$ cat config.mk
export PLATFORM = sky130hd
export DESIGN_NAME = crc32_framed_file_checker_top
export DESIGN_NICKNAME = d
export VERILOG_FILES = /design/src/rtl/cffc_pkg.sv /design/src/rtl/cffc_in_stage.sv /design/src/rtl/cffc_core.sv /design/src/rtl/crc32_framed_file_checker_top.sv
export SDC_FILE = /design/constraint.sdc
export NUM_CORES = 1
export LEC_CHECK = 0
export BUFFER_PORTS_ARGS = -buffer_cell sky130_fd_sc_hd__clkbuf_2
export CAP_MARGIN = 20
export CORE_MARGIN = 2
export CORE_UTILIZATION = 35
export DETAILED_ROUTE_END_ITERATION = 16
export HOLD_SLACK_MARGIN = 0.05
export SETUP_SLACK_MARGIN = 0.05
export SLEW_MARGIN = 0
export SYNTH_ARGS = -nofsm -noshare
export SYNTH_HDL_FRONTEND = slang
export SYNTH_SLANG_ARGS = --single-unit
$ cat constraint.sdc
create_clock -name clk -period 17.75 [get_ports clk]
set_clock_uncertainty 0.2 [all_clocks]
set_input_delay 3.55 -clock clk [delete_from_list [all_inputs] [get_ports clk]]
set_output_delay 3.55 -clock clk [all_outputs]
set_load 0.005 [all_outputs]
$ cat src/rtl/cffc_pkg.sv
// ----------------------------------------------------------------------------
// cffc_pkg
// Shared types, codes and the CRC-32 byte update for the framed file checker.
// ----------------------------------------------------------------------------
package cffc_pkg;

  localparam int unsigned HdrLen    = 12;
  localparam int unsigned HdrBits   = HdrLen * 8;
  localparam logic [31:0] CrcPoly   = 32'hEDB8_8320;
  localparam logic [31:0] CrcOnes   = 32'hFFFF_FFFF;
  localparam logic [15:0] HdrSizeOk = 16'd12;
  localparam logic [3:0]  HdrLastIx = 4'd11;

  // configuration register indexes
  localparam logic REG_MAGIC   = 1'b0;
  localparam logic REG_VERSION = 1'b1;

  typedef enum logic [2:0] {
    ST_OK        = 3'd0,
    ST_TOO_SHORT = 3'd1,
    ST_BAD_MAGIC = 3'd2,
    ST_BAD_VER   = 3'd3,
    ST_BAD_HSIZE = 3'd4,
    ST_TRUNC     = 3'd5,
    ST_CRC_BAD   = 3'd6
  } status_t;

  typedef enum logic [3:0] {
    PH_HEADER  = 4'b0001,
    PH_PAYLOAD = 4'b0010,
    PH_CRC     = 4'b0100,
    PH_TAIL    = 4'b1000
  } phase_t;

  typedef struct packed {
    logic [7:0] file_byte;
    logic       last_byte;
  } item_t;

  typedef struct packed {
    status_t     status;
    logic [31:0] payload_length;
    logic [31:0] computed_crc;
  } result_t;

  // reflected CRC-32, one byte
  function automatic logic [31:0] crc_byte(input logic [31:0] c_in, input logic [7:0] b);
    logic [31:0] c;
    c = c_in ^ {24'd0, b};
    for (int k = 0; k < 8; k++) begin
      c = c[0] ? (CrcPoly ^ (c >> 1)) : (c >> 1);
    end
    return c;
  endfunction

endpackage

$ cat src/rtl/cffc_in_stage.sv
// ----------------------------------------------------------------------------
// cffc_in_stage
// Input register: holds one byte request until the checker core takes it.
// ----------------------------------------------------------------------------
module cffc_in_stage (
  input  logic           clk,
  input  logic           rst_n,
  input  logic           in_valid,
  output logic           in_ready,
  input  cffc_pkg::item_t in_item,
  output logic           item_valid,
  input  logic           item_take,
  output cffc_pkg::item_t item
);

  logic            valid_r;
  logic            valid_nxt;
  cffc_pkg::item_t item_r;

  assign in_ready   = !valid_r || item_take;
  assign item_valid = valid_r;
  assign item       = item_r;

  always_comb begin
    valid_nxt = valid_r;
    if (in_valid && in_ready) begin
      valid_nxt = 1'b1;
    end else if (item_take) begin
      valid_nxt = 1'b0;
    end
  end

  always_ff @(posedge clk) begin
    if (!rst_n) begin
      valid_r <= 1'b0;
    end else begin
      valid_r <= valid_nxt;
    end
  end

  always_ff @(posedge clk) begin
    if (in_valid && in_ready) begin
      item_r <= in_item;
    end
  end

endmodule

$ cat src/rtl/cffc_core.sv
// ----------------------------------------------------------------------------
// cffc_core
// Header check, payload CRC, stored CRC compare and the result register.
// ----------------------------------------------------------------------------
module cffc_core (
  input  logic             clk,
  input  logic             rst_n,
  input  logic             cfg_wr_en,
  input  logic             cfg_index,
  input  logic [31:0]      cfg_wdata,
  input  logic             item_valid,
  output logic             item_take,
  input  cffc_pkg::item_t  item,
  output logic             res_valid,
  input  logic             res_ready,
  output cffc_pkg::result_t res
);

  logic [31:0]                   magic_r;
  logic [15:0]                   version_r;

  cffc_pkg::phase_t              phase_r, phase_nxt;
  logic [31:0]                   cnt_r, cnt_nxt;
  logic [cffc_pkg::HdrBits-1:0]  hdr_r, hdr_nxt;
  logic [31:0]                   len_r, len_nxt;
  logic [31:0]                   crc_r, crc_nxt;
  logic [31:0]                   scrc_r, scrc_nxt;
  cffc_pkg::status_t             err_r, err_nxt;
  logic [31:0]                   cnt_inc;

  logic                          out_v_r;
  cffc_pkg::result_t             out_r;
  cffc_pkg::result_t             out_nxt;
  logic                          slot_free;
  logic                          fin;

  assign slot_free = !out_v_r || res_ready;
  assign item_take = item_valid && (!item.last_byte || slot_free);
  assign fin       = item_take && item.last_byte;
  assign res_valid = out_v_r;
  assign res       = out_r;
  assign cnt_inc   = cnt_r + 32'd1;

  always_ff @(posedge clk) begin
    if (!rst_n) begin
      magic_r   <= '0;
      version_r <= '0;
    end else if (cfg_wr_en) begin
      case (cfg_index)
        cffc_pkg::REG_MAGIC:   magic_r   <= cfg_wdata;
        cffc_pkg::REG_VERSION: version_r <= cfg_wdata[15:0];
        default: ;
      endcase
    end
  end

  always_comb begin
    phase_nxt = phase_r;
    cnt_nxt   = cnt_r;
    hdr_nxt   = hdr_r;
    len_nxt   = len_r;
    crc_nxt   = crc_r;
    scrc_nxt  = scrc_r;
    err_nxt   = err_r;
    case (phase_r)
      cffc_pkg::PH_HEADER: begin
        hdr_nxt = {item.file_byte, hdr_r[cffc_pkg::HdrBits-1:8]};
        cnt_nxt = cnt_inc;
        if (cnt_r[3:0] == cffc_pkg::HdrLastIx) begin
          cnt_nxt = '0;
          len_nxt = hdr_nxt[95:64];
          if (hdr_nxt[31:0] != magic_r) begin
            err_nxt   = cffc_pkg::ST_BAD_MAGIC;
            phase_nxt = cffc_pkg::PH_TAIL;
          end else if (hdr_nxt[47:32] != version_r) begin
            err_nxt   = cffc_pkg::ST_BAD_VER;
            phase_nxt = cffc_pkg::PH_TAIL;
          end else if (hdr_nxt[63:48] != cffc_pkg::HdrSizeOk) begin
            err_nxt   = cffc_pkg::ST_BAD_HSIZE;
            phase_nxt = cffc_pkg::PH_TAIL;
          end else if (hdr_nxt[95:64] == 32'd0) begin
            phase_nxt = cffc_pkg::PH_CRC;
          end else begin
            phase_nxt = cffc_pkg::PH_PAYLOAD;
          end
        end
      end
      cffc_pkg::PH_PAYLOAD: begin
        crc_nxt = cffc_pkg::crc_byte(crc_r, item.file_byte);
        cnt_nxt = cnt_inc;
        if (cnt_inc == len_r) begin
          cnt_nxt   = '0;
          phase_nxt = cffc_pkg::PH_CRC;
        end
      end
      cffc_pkg::PH_CRC: begin
        scrc_nxt = scrc_r | ({24'd0, item.file_byte} << {cnt_r[1:0], 3'b000});
        cnt_nxt  = cnt_inc;
        if (cnt_r[1:0] == 2'd3) begin
          if ((crc_r ^ cffc_pkg::CrcOnes) != scrc_nxt) begin
            err_nxt = cffc_pkg::ST_CRC_BAD;
          end
          phase_nxt = cffc_pkg::PH_TAIL;
        end
      end
      default: ;
    endcase

    out_nxt.computed_crc = crc_nxt ^ cffc_pkg::CrcOnes;
    case (phase_nxt)
      cffc_pkg::PH_HEADER: begin
        out_nxt.status         = cffc_pkg::ST_TOO_SHORT;
        out_nxt.payload_length = '0;
      end
      cffc_pkg::PH_PAYLOAD, cffc_pkg::PH_CRC: begin
        out_nxt.status         = cffc_pkg::ST_TRUNC;
        out_nxt.payload_length = len_nxt;
      end
      default: begin
        out_nxt.status         = err_nxt;
        out_nxt.payload_length = len_nxt;
      end
    endcase
  end

  always_ff @(posedge clk) begin
    if (!rst_n) begin
      phase_r <= cffc_pkg::PH_HEADER;
      cnt_r   <= '0;
      crc_r   <= cffc_pkg::CrcOnes;
      scrc_r  <= '0;
      err_r   <= cffc_pkg::ST_OK;
      out_v_r <= 1'b0;
    end else begin
      if (item_take) begin
        if (item.last_byte) begin
          phase_r <= cffc_pkg::PH_HEADER;
          cnt_r   <= '0;
          crc_r   <= cffc_pkg::CrcOnes;
          scrc_r  <= '0;
          err_r   <= cffc_pkg::ST_OK;
        end else begin
          phase_r <= phase_nxt;
          cnt_r   <= cnt_nxt;
          crc_r   <= crc_nxt;
          scrc_r  <= scrc_nxt;
          err_r   <= err_nxt;
        end
      end
      if (fin) begin
        out_v_r <= 1'b1;
      end else if (res_ready) begin
        out_v_r <= 1'b0;
      end
    end
  end

  always_ff @(posedge clk) begin
    if (item_take) begin
      hdr_r <= hdr_nxt;
      len_r <= len_nxt;
    end
    if (fin) begin
      out_r <= out_nxt;
    end
  end

  a_short_zero: assert property (@(posedge clk) disable iff (!rst_n)
    out_v_r && out_r.status == cffc_pkg::ST_TOO_SHORT |->
      out_r.payload_length == 32'd0 && out_r.computed_crc == 32'd0)
    else $error("short file result carries nonzero fields");

  a_hdr_fail_nocrc: assert property (@(posedge clk) disable iff (!rst_n)
    out_v_r && (out_r.status == cffc_pkg::ST_BAD_MAGIC ||
                out_r.status == cffc_pkg::ST_BAD_VER ||
                out_r.status == cffc_pkg::ST_BAD_HSIZE) |->
      out_r.computed_crc == 32'd0)
    else $error("header failure with payload CRC");

  a_rearm: assert property (@(posedge clk) disable iff (!rst_n)
    fin |=> phase_r == cffc_pkg::PH_HEADER && cnt_r == 32'd0 &&
            crc_r == cffc_pkg::CrcOnes && err_r == cffc_pkg::ST_OK)
    else $error("checker did not re-arm after final byte");

  a_hdr_count: assert property (@(posedge clk) disable iff (!rst_n)
    phase_r == cffc_pkg::PH_HEADER |-> cnt_r < 32'd12)
    else $error("header byte count out of range");

  a_hold: assert property (@(posedge clk) disable iff (!rst_n)
    out_v_r && !res_ready |=> out_v_r && $stable(out_r))
    else $error("pending result lost or changed");

endmodule

$ cat src/rtl/crc32_framed_file_checker_top.sv
// ----------------------------------------------------------------------------
// crc32_framed_file_checker_top
// Streaming checker for files with a 12-byte header and a CRC-32 payload.
// ----------------------------------------------------------------------------
// One file byte is taken per clock with no gaps, including across file
// boundaries; the per-byte CRC-32 update and header compare are combinational
// logic after the input register. The final byte of a file (tlast) yields
// one result, valid in the cycle after its request is taken, held in an
// output register so input keeps flowing while the result waits; only a final
// byte stalls when a previous result is still pending. Configure magic and
// version only between files.
module crc32_framed_file_checker_top (
  input  logic        clk,
  input  logic        rst_n,
  input  logic        cfg_wr_en,
  input  logic        cfg_index,
  input  logic [31:0] cfg_wdata,
  input  logic        in_tvalid,
  output logic        in_tready,
  input  logic [7:0]  in_tdata,   // [7:0] file_byte
  input  logic        in_tlast,   // last_byte
  output logic        out_tvalid,
  input  logic        out_tready,
  output logic [71:0] out_tdata   // [2:0] status, [34:3] payload_length,
                                  // [66:35] computed_crc, [71:67] zero
);

  cffc_pkg::item_t   in_item;
  cffc_pkg::item_t   item;
  logic              item_valid;
  logic              item_take;
  cffc_pkg::result_t res;

  assign in_item.file_byte = in_tdata;
  assign in_item.last_byte = in_tlast;

  cffc_in_stage u_in (
    .clk        (clk),
    .rst_n      (rst_n),
    .in_valid   (in_tvalid),
    .in_ready   (in_tready),
    .in_item    (in_item),
    .item_valid (item_valid),
    .item_take  (item_take),
    .item       (item)
  );

  cffc_core u_core (
    .clk        (clk),
    .rst_n      (rst_n),
    .cfg_wr_en  (cfg_wr_en),
    .cfg_index  (cfg_index),
    .cfg_wdata  (cfg_wdata),
    .item_valid (item_valid),
    .item_take  (item_take),
    .item       (item),
    .res_valid  (out_tvalid),
    .res_ready  (out_tready),
    .res        (res)
  );

  assign out_tdata = {5'd0, res.computed_crc, res.payload_length, res.status};

endmodule
; Yosys cells after proc, flatten, opt, wreduce, memory -nomap -nowiden
; Cells that the tools add are included.
[classes]
addsub = 1
n_eq_ne = 13
shifts = 1
muxes = 40
bitwise_logic = 13
n_reduce_logical = 20
[op_table]
columns = cell, count
row1 = $mux W32, 17
row2 = $not A13 Y14, 8
row3 = $pmux W32 S3, 1
row4 = $pmux W35 S2, 1
row5 = $ne A32 B32 Y1, 2
row6 = $not A32 Y32, 2
row7 = $add A32 B1 Y32 const B, 1
row8 = $eq A32 B32 Y1, 1
row9 = $logic_not A32 Y1, 1
row10 = $or A32 B32 Y32, 1
row11 = $shl A8 B5 Y32, 1
row12 = $xor A32 B8 Y32, 1
row13 = $mux W4, 7
row14 = $mux W3, 8
row15 = $ne A16 B16 Y1, 1
row16 = $ne A16 B4 Y1 const B, 1
row17 = $pmux W4 S3, 1
row18 = $reduce_and A2 Y1, 5
row19 = $eq A4 B1 Y1 const B, 2
row20 = $eq A4 B2 Y1 const B, 2
row21 = $eq A4 B3 Y1 const B, 2
row22 = $pmux W3 S2, 1
row23 = $reduce_bool A2 Y1, 3
row24 = $eq A4 B4 Y1 const B, 1
row25 = 8 further kinds, 17
[word_totals]
reg_bits = 357
input_bits = 47
out_inout_bits = 74
elab_cells = 104

; Longest topological paths before layout
[logic_depth]
ltp_word = 19
ltp_mapped = 14
ltp_nobuf = 10

; Cells and area by module
; A second synthesis with hierarchy kept.
[unflattened]
hier_cells = 1462
hier_area_um2 = 15909.0
[by_module_without_submodules]
columns = mod, instances, cells_per_inst, area_each_um2, seq_area_each_um2
row1 = cffc_core, 1, 1442, 15539.9, 8658.3
row2 = cffc_in_stage, 1, 14, 327.8, 290.3
row3 = crc32_framed_file_checker_top, 1, 6, 41.3, 0.0

; Worst setup path after synthesis
; Ideal clock, no wire load.
[synth_timing]
path_type = input to register
startpoint = input port out_tready
endpoint = register u_core.hdr_r[10] (netlist bit), enable pin
setup_time_ns = 0.536
arrival_ns = 7.825
setup_slack_ns = 9.190
cell_stages = 6
n_path_buf = 2
cell_sequence = nor2b_1 > nand2_1 > nand2_1 > clkbuf_1 > clkbuf_1 > nor2_1
[synth_via]
elab_chain_cells = 4
[synth_rtl]
columns = item, line_no
row1 = "start, declared", crc32_framed_file_checker_top.sv:23  ; input logic out_tready,
row2 = $logic_or A1 B1 Y1, cffc_core.sv:37  ; assign slot_free = !out_v_r || res_ready;
row3 = $logic_or A1 B1 Y1, cffc_core.sv:38  ; assign item_take = item_valid && (!item.last_byte || slot_free);
row4 = $logic_and A1 B1 Y1, cffc_core.sv:38
row5 = $reduce_and A2 Y1 (no source line), -
row6 = "end signal, assigned", cffc_core.sv:160  ; hdr_r <= hdr_nxt;
row7 = "end, declared", cffc_core.sv:24  ; logic [cffc_pkg::HdrBits-1:0] hdr_r, hdr_nxt;
; Every way passes these cells.
; A chain may end at the register's enable or synchronous reset.

; Final worst setup path
[layout_timing]
startpoint = input port out_tready
endpoint = output port in_tready
[layout_via]
elab_chain_cells = 4
[layout_rtl]
columns = item, line_no
row1 = $logic_or A1 B1 Y1, cffc_core.sv:37
row2 = $logic_or A1 B1 Y1, cffc_core.sv:38
row3 = $logic_and A1 B1 Y1, cffc_core.sv:38
row4 = $logic_or A1 B1 Y1, cffc_in_stage.sv:20  ; assign in_ready = !valid_r || item_take;
row5 = "end, declared", crc32_framed_file_checker_top.sv:19  ; output logic in_tready,
; Every way passes these cells.

==> summary.md <==
| Metric | Value |
|---|---|
| CTS H-tree depth | `2` |
| Peak supply drop | `0.0744 mV` |
| Top post-synthesis cells by area | `edfxtp_1, dfxtp_1, xnor2_1, nand2_1, a21oi_1` |
| Worst Setup Start Kind | `primary input` |
| Num Clock Sinks | `349` |
| Mapped Cells | `1,596` |
| Rows | `79` |
| Synth Area in Compound Gates | `12.7%` |
| Adder-cell share of the synthesized area | `0.0769%` |
| Setup Viol. Count Final | `0` |
| WP data arrival | `4350 ps` |
| Crit-path max FO | `4` |
| Via density | `5.34` |
| Share of power burned in registers | `49.9%` |
| Clock Latency Late Sink | `550 ps` |
| Endpoints failing hold | `0` |
| Via count | `12,300` |
| DRT Pass-1 Iters | `5` |
| FF+latch count, synth | `349` |
| Highest-count cells in the layout ignoring fill and taps | `nand2_1, edfxtp_1, dfxtp_1, xnor2_1, clkbuf_2` |
| DIE HEIGHT | `220 um` |
| Async S/R FF share, synth | `0%` |
| Worst setup EP type | `primary output` |
| Multiplexer area fraction after synthesis | `0.246%` |
| Sequential share of the synthesized area | `55.0%` |
| DP Wirelength | `30.7 mm` |
| Post-synth EDFFs | `196` |
| Remaining antenna violation count | `0` |
| Largest family of logic cells by synthesized area | `simple AND/OR/NAND/NOR gates` |
| Synth Warn # | `0` |
| Total CTS buffers | `37` |
| Largest net degree at the start of global routing | `89` |
| Slew Viols, Final | `0` |
| Clock root cell | `clkbuf_16` |
| First-pass GRT wire length | `68.7 mm` |
| CTS clk-pin slew, worst paths | `60 ps` |
| Pre-CTS setup slack | `9650 ps` |
| Hold Path Class | `reg2reg` |
| Routed wire per std cell | `19.3 um` |
| Area of the core | `46,300 um2` |
| Final RePlAce weighted congestion | `0.886` |
| Slew @ Worst Pin | `990 ps` |
| Leakage dissipation | `6.34 nW` |
| Post-synth top area cell | `edfxtp_1` |
| Switch share | `25.2%` |
| Clock network fraction of design power | `41.2%` |
| Syn_area_per_cell | `10.2 um2` |
| RSZ-0062 raised after global routing | `no` |
| Ports | `121` |
| Simple-Gate Fraction of Synth Area | `19.5%` |
| Setup Buffers After CTS | `0` |
| CTS Hold Bufs | `0` |
| DRC viols | `0` |
| Commonest non-fill, non-tap cell in the layout | `nand2_1` |
| DRT Wirelength | `44.3 mm` |
| Core Util, Final | `40.1%` |
| Status | `finished, final reports clean` |
| Initial antenna violation count | `0` |
| P_int | `1.36 mW` |
| Main synth FF type | `edfxtp_1` |
| Synthesis-to-layout area growth | `14.0%` |
| Top cell type's share of synthesized area | `36.2%` |
| Period utilization | `45.6%` |
| # resized after CTS | `0` |
| Peak Freq | `123 MHz` |
| Initial DRC count | `1,218` |
| Die ar. | `48,200 um2` |
| Starting density of the core | `35.2%` |
| Grt total ovfl | `0` |
| Min setup slack post-route | `9650 ps` |
| PortBufs | `115` |
| Post-synthesis cell type count | `71` |
| R2R setup slack | `13,110 ps` |
| Slew margin rel. | `34.0%` |
| Worst path required time | `14,000 ps` |
| Synth Area in XOR/XNOR | `9.42%` |
| Layout cells sized above 1 | `12.6%` |
| Total track usage | `18.3%` |
| Reported net switching power | `460 uW` |
| ANT cells | `0` |
| Clk buf depth | `3` |
| Setup TNS | `0 ps` |
| Pwr per Cell Area | `98.3 nW/um2` |
| Synthesized cell area | `16,300 um2` |
| Post-layout min period | `8100 ps` |
| Vias in the first global route | `11,800` |
| Die width | `220 um` |
| CTS tree | `built` |
| Gate power share | `8.9%` |
| Max-cap check violation count | `0` |
| Critical path class | `in2out` |
| Nets | `1,714` |
-- sequential cells by signal, summed over array words and instances, names as in the netlist --
name and flops:
u_core.cnt_r 32, u_core.crc_r 32, u_core.err_r 3, u_core.hdr_r 88, u_core.len_r 32, u_core.magic_r 32, u_core.phase_r 4, u_core.res 67
u_core.res_valid 1, u_core.scrc_r 32, u_core.version_r 16, u_in.item 9, u_in.item_valid 1
-- cells in the mapped netlist (4+ instances only) --
| cell type | number |
|---|---|
| a31oi_1 | 34 |
| nor4_1 | 25 |
| o21ai_0 | 37 |
| o21a_1 | 5 |
| a21oi_1 | 83 |
| nand4_2 | 4 |
| and3b_1 | 16 |
| dfxtp_1 | 153 |
| nand4b_1 | 13 |
| edfxtp_1 | 196 |
| nand4_1 | 37 |
| and4_1 | 6 |
| a211oi_1 | 4 |
| nor4b_1 | 4 |
| a22oi_1 | 30 |
| mux2i_1 | 4 |
| a32oi_1 | 4 |
| inv_1 | 8 |
| nor3b_1 | 10 |
| or3_1 | 15 |
| nand3_1 | 31 |
| and3_1 | 9 |
| a21boi_0 | 52 |
| o211ai_1 | 39 |
| and2_1 | 6 |
| o21ai_1 | 4 |
| nor3_1 | 28 |
| xor2_1 | 37 |
| buf_2 | 17 |
| nand2_1 | 282 |
| nor2b_1 | 40 |
| nand3b_1 | 9 |
| clkbuf_1 | 81 |
| nor2_1 | 82 |
| xnor2_1 | 138 |
| buf_4 | 8 |
-- cell type report --
cell class / count / area [um2]
tap: 607 / 759
clock inverter: 18 / 154
fill: 4520 / 27700
clock buffer: 49 / 1020
timing repair buffer: 135 / 766
multi-input combinational: 1135 / 6880
inverter: 8 / 30.0
sequential: 349 / 8950
-- metal layers --
layer	up-vias	wire [um]	track usage [%]	share of wire, %
met5	-	0	0	0
met4	0	660	3.83	1.5
met3	41	2650	2.66	6.0
met2	397	20500	29.6	46
met1	5981	20500	26.1	46
li1	5871	-	-	-
-- cell families (layout without fill, tap and decap cells) --
family | after synthesis | in the layout
compound gates | 317 | 317
xor+xnor | 175 | 175
fa+ha+maj | 1 | 1
buf+inv | 116 | 210
flops | 349 | 349
mux | 4 | 4
other cells | 1 | 5
simple gates | 633 | 633
-- worst max-delay path: stages --
cell and delay, ps:
clkbuf_2 80, nor2b_1 390, nand3_1 160, clkbuf_2 160
-- power groups by stage --
stage | clock network (mW) | registers, mW | logic, mW
finish | 0.751 | 0.911 | 0.162
global route | 0.803 | 0.913 | 0.178
CTS | 0.770 | 0.911 | 0.160
detailed placement | 0 | 0.928 | 0.159
global placement | 0 | 0.927 | 0.159
floorplan | 0 | 0.916 | 0.118
-- worst paths after layout --
check | start | cells after the start | end
setup reg to reg | u_core.cnt_r[0] | 12 | u_core.cnt_r[4]
setup / recovery | out_tready | 4 | in_tready
hold / removal | u_core.hdr_r[58] | 0 | u_core.hdr_r[50]
hold reg to reg | u_core.hdr_r[58] | 0 | u_core.hdr_r[50]
-- through the flow --
stage	hold WS [ps]	total power, mW	area [um2]	std cells
detailed placement	230	1.09	17300	2231
CTS	244	1.84	18500	2298
global placement	232	1.09	17300	2230
floorplan	218	1.03	16300	1600
finish	244	1.82	18600	2301
global route	254	1.89	18600	2301
Power figures use the tool's default switching activity.
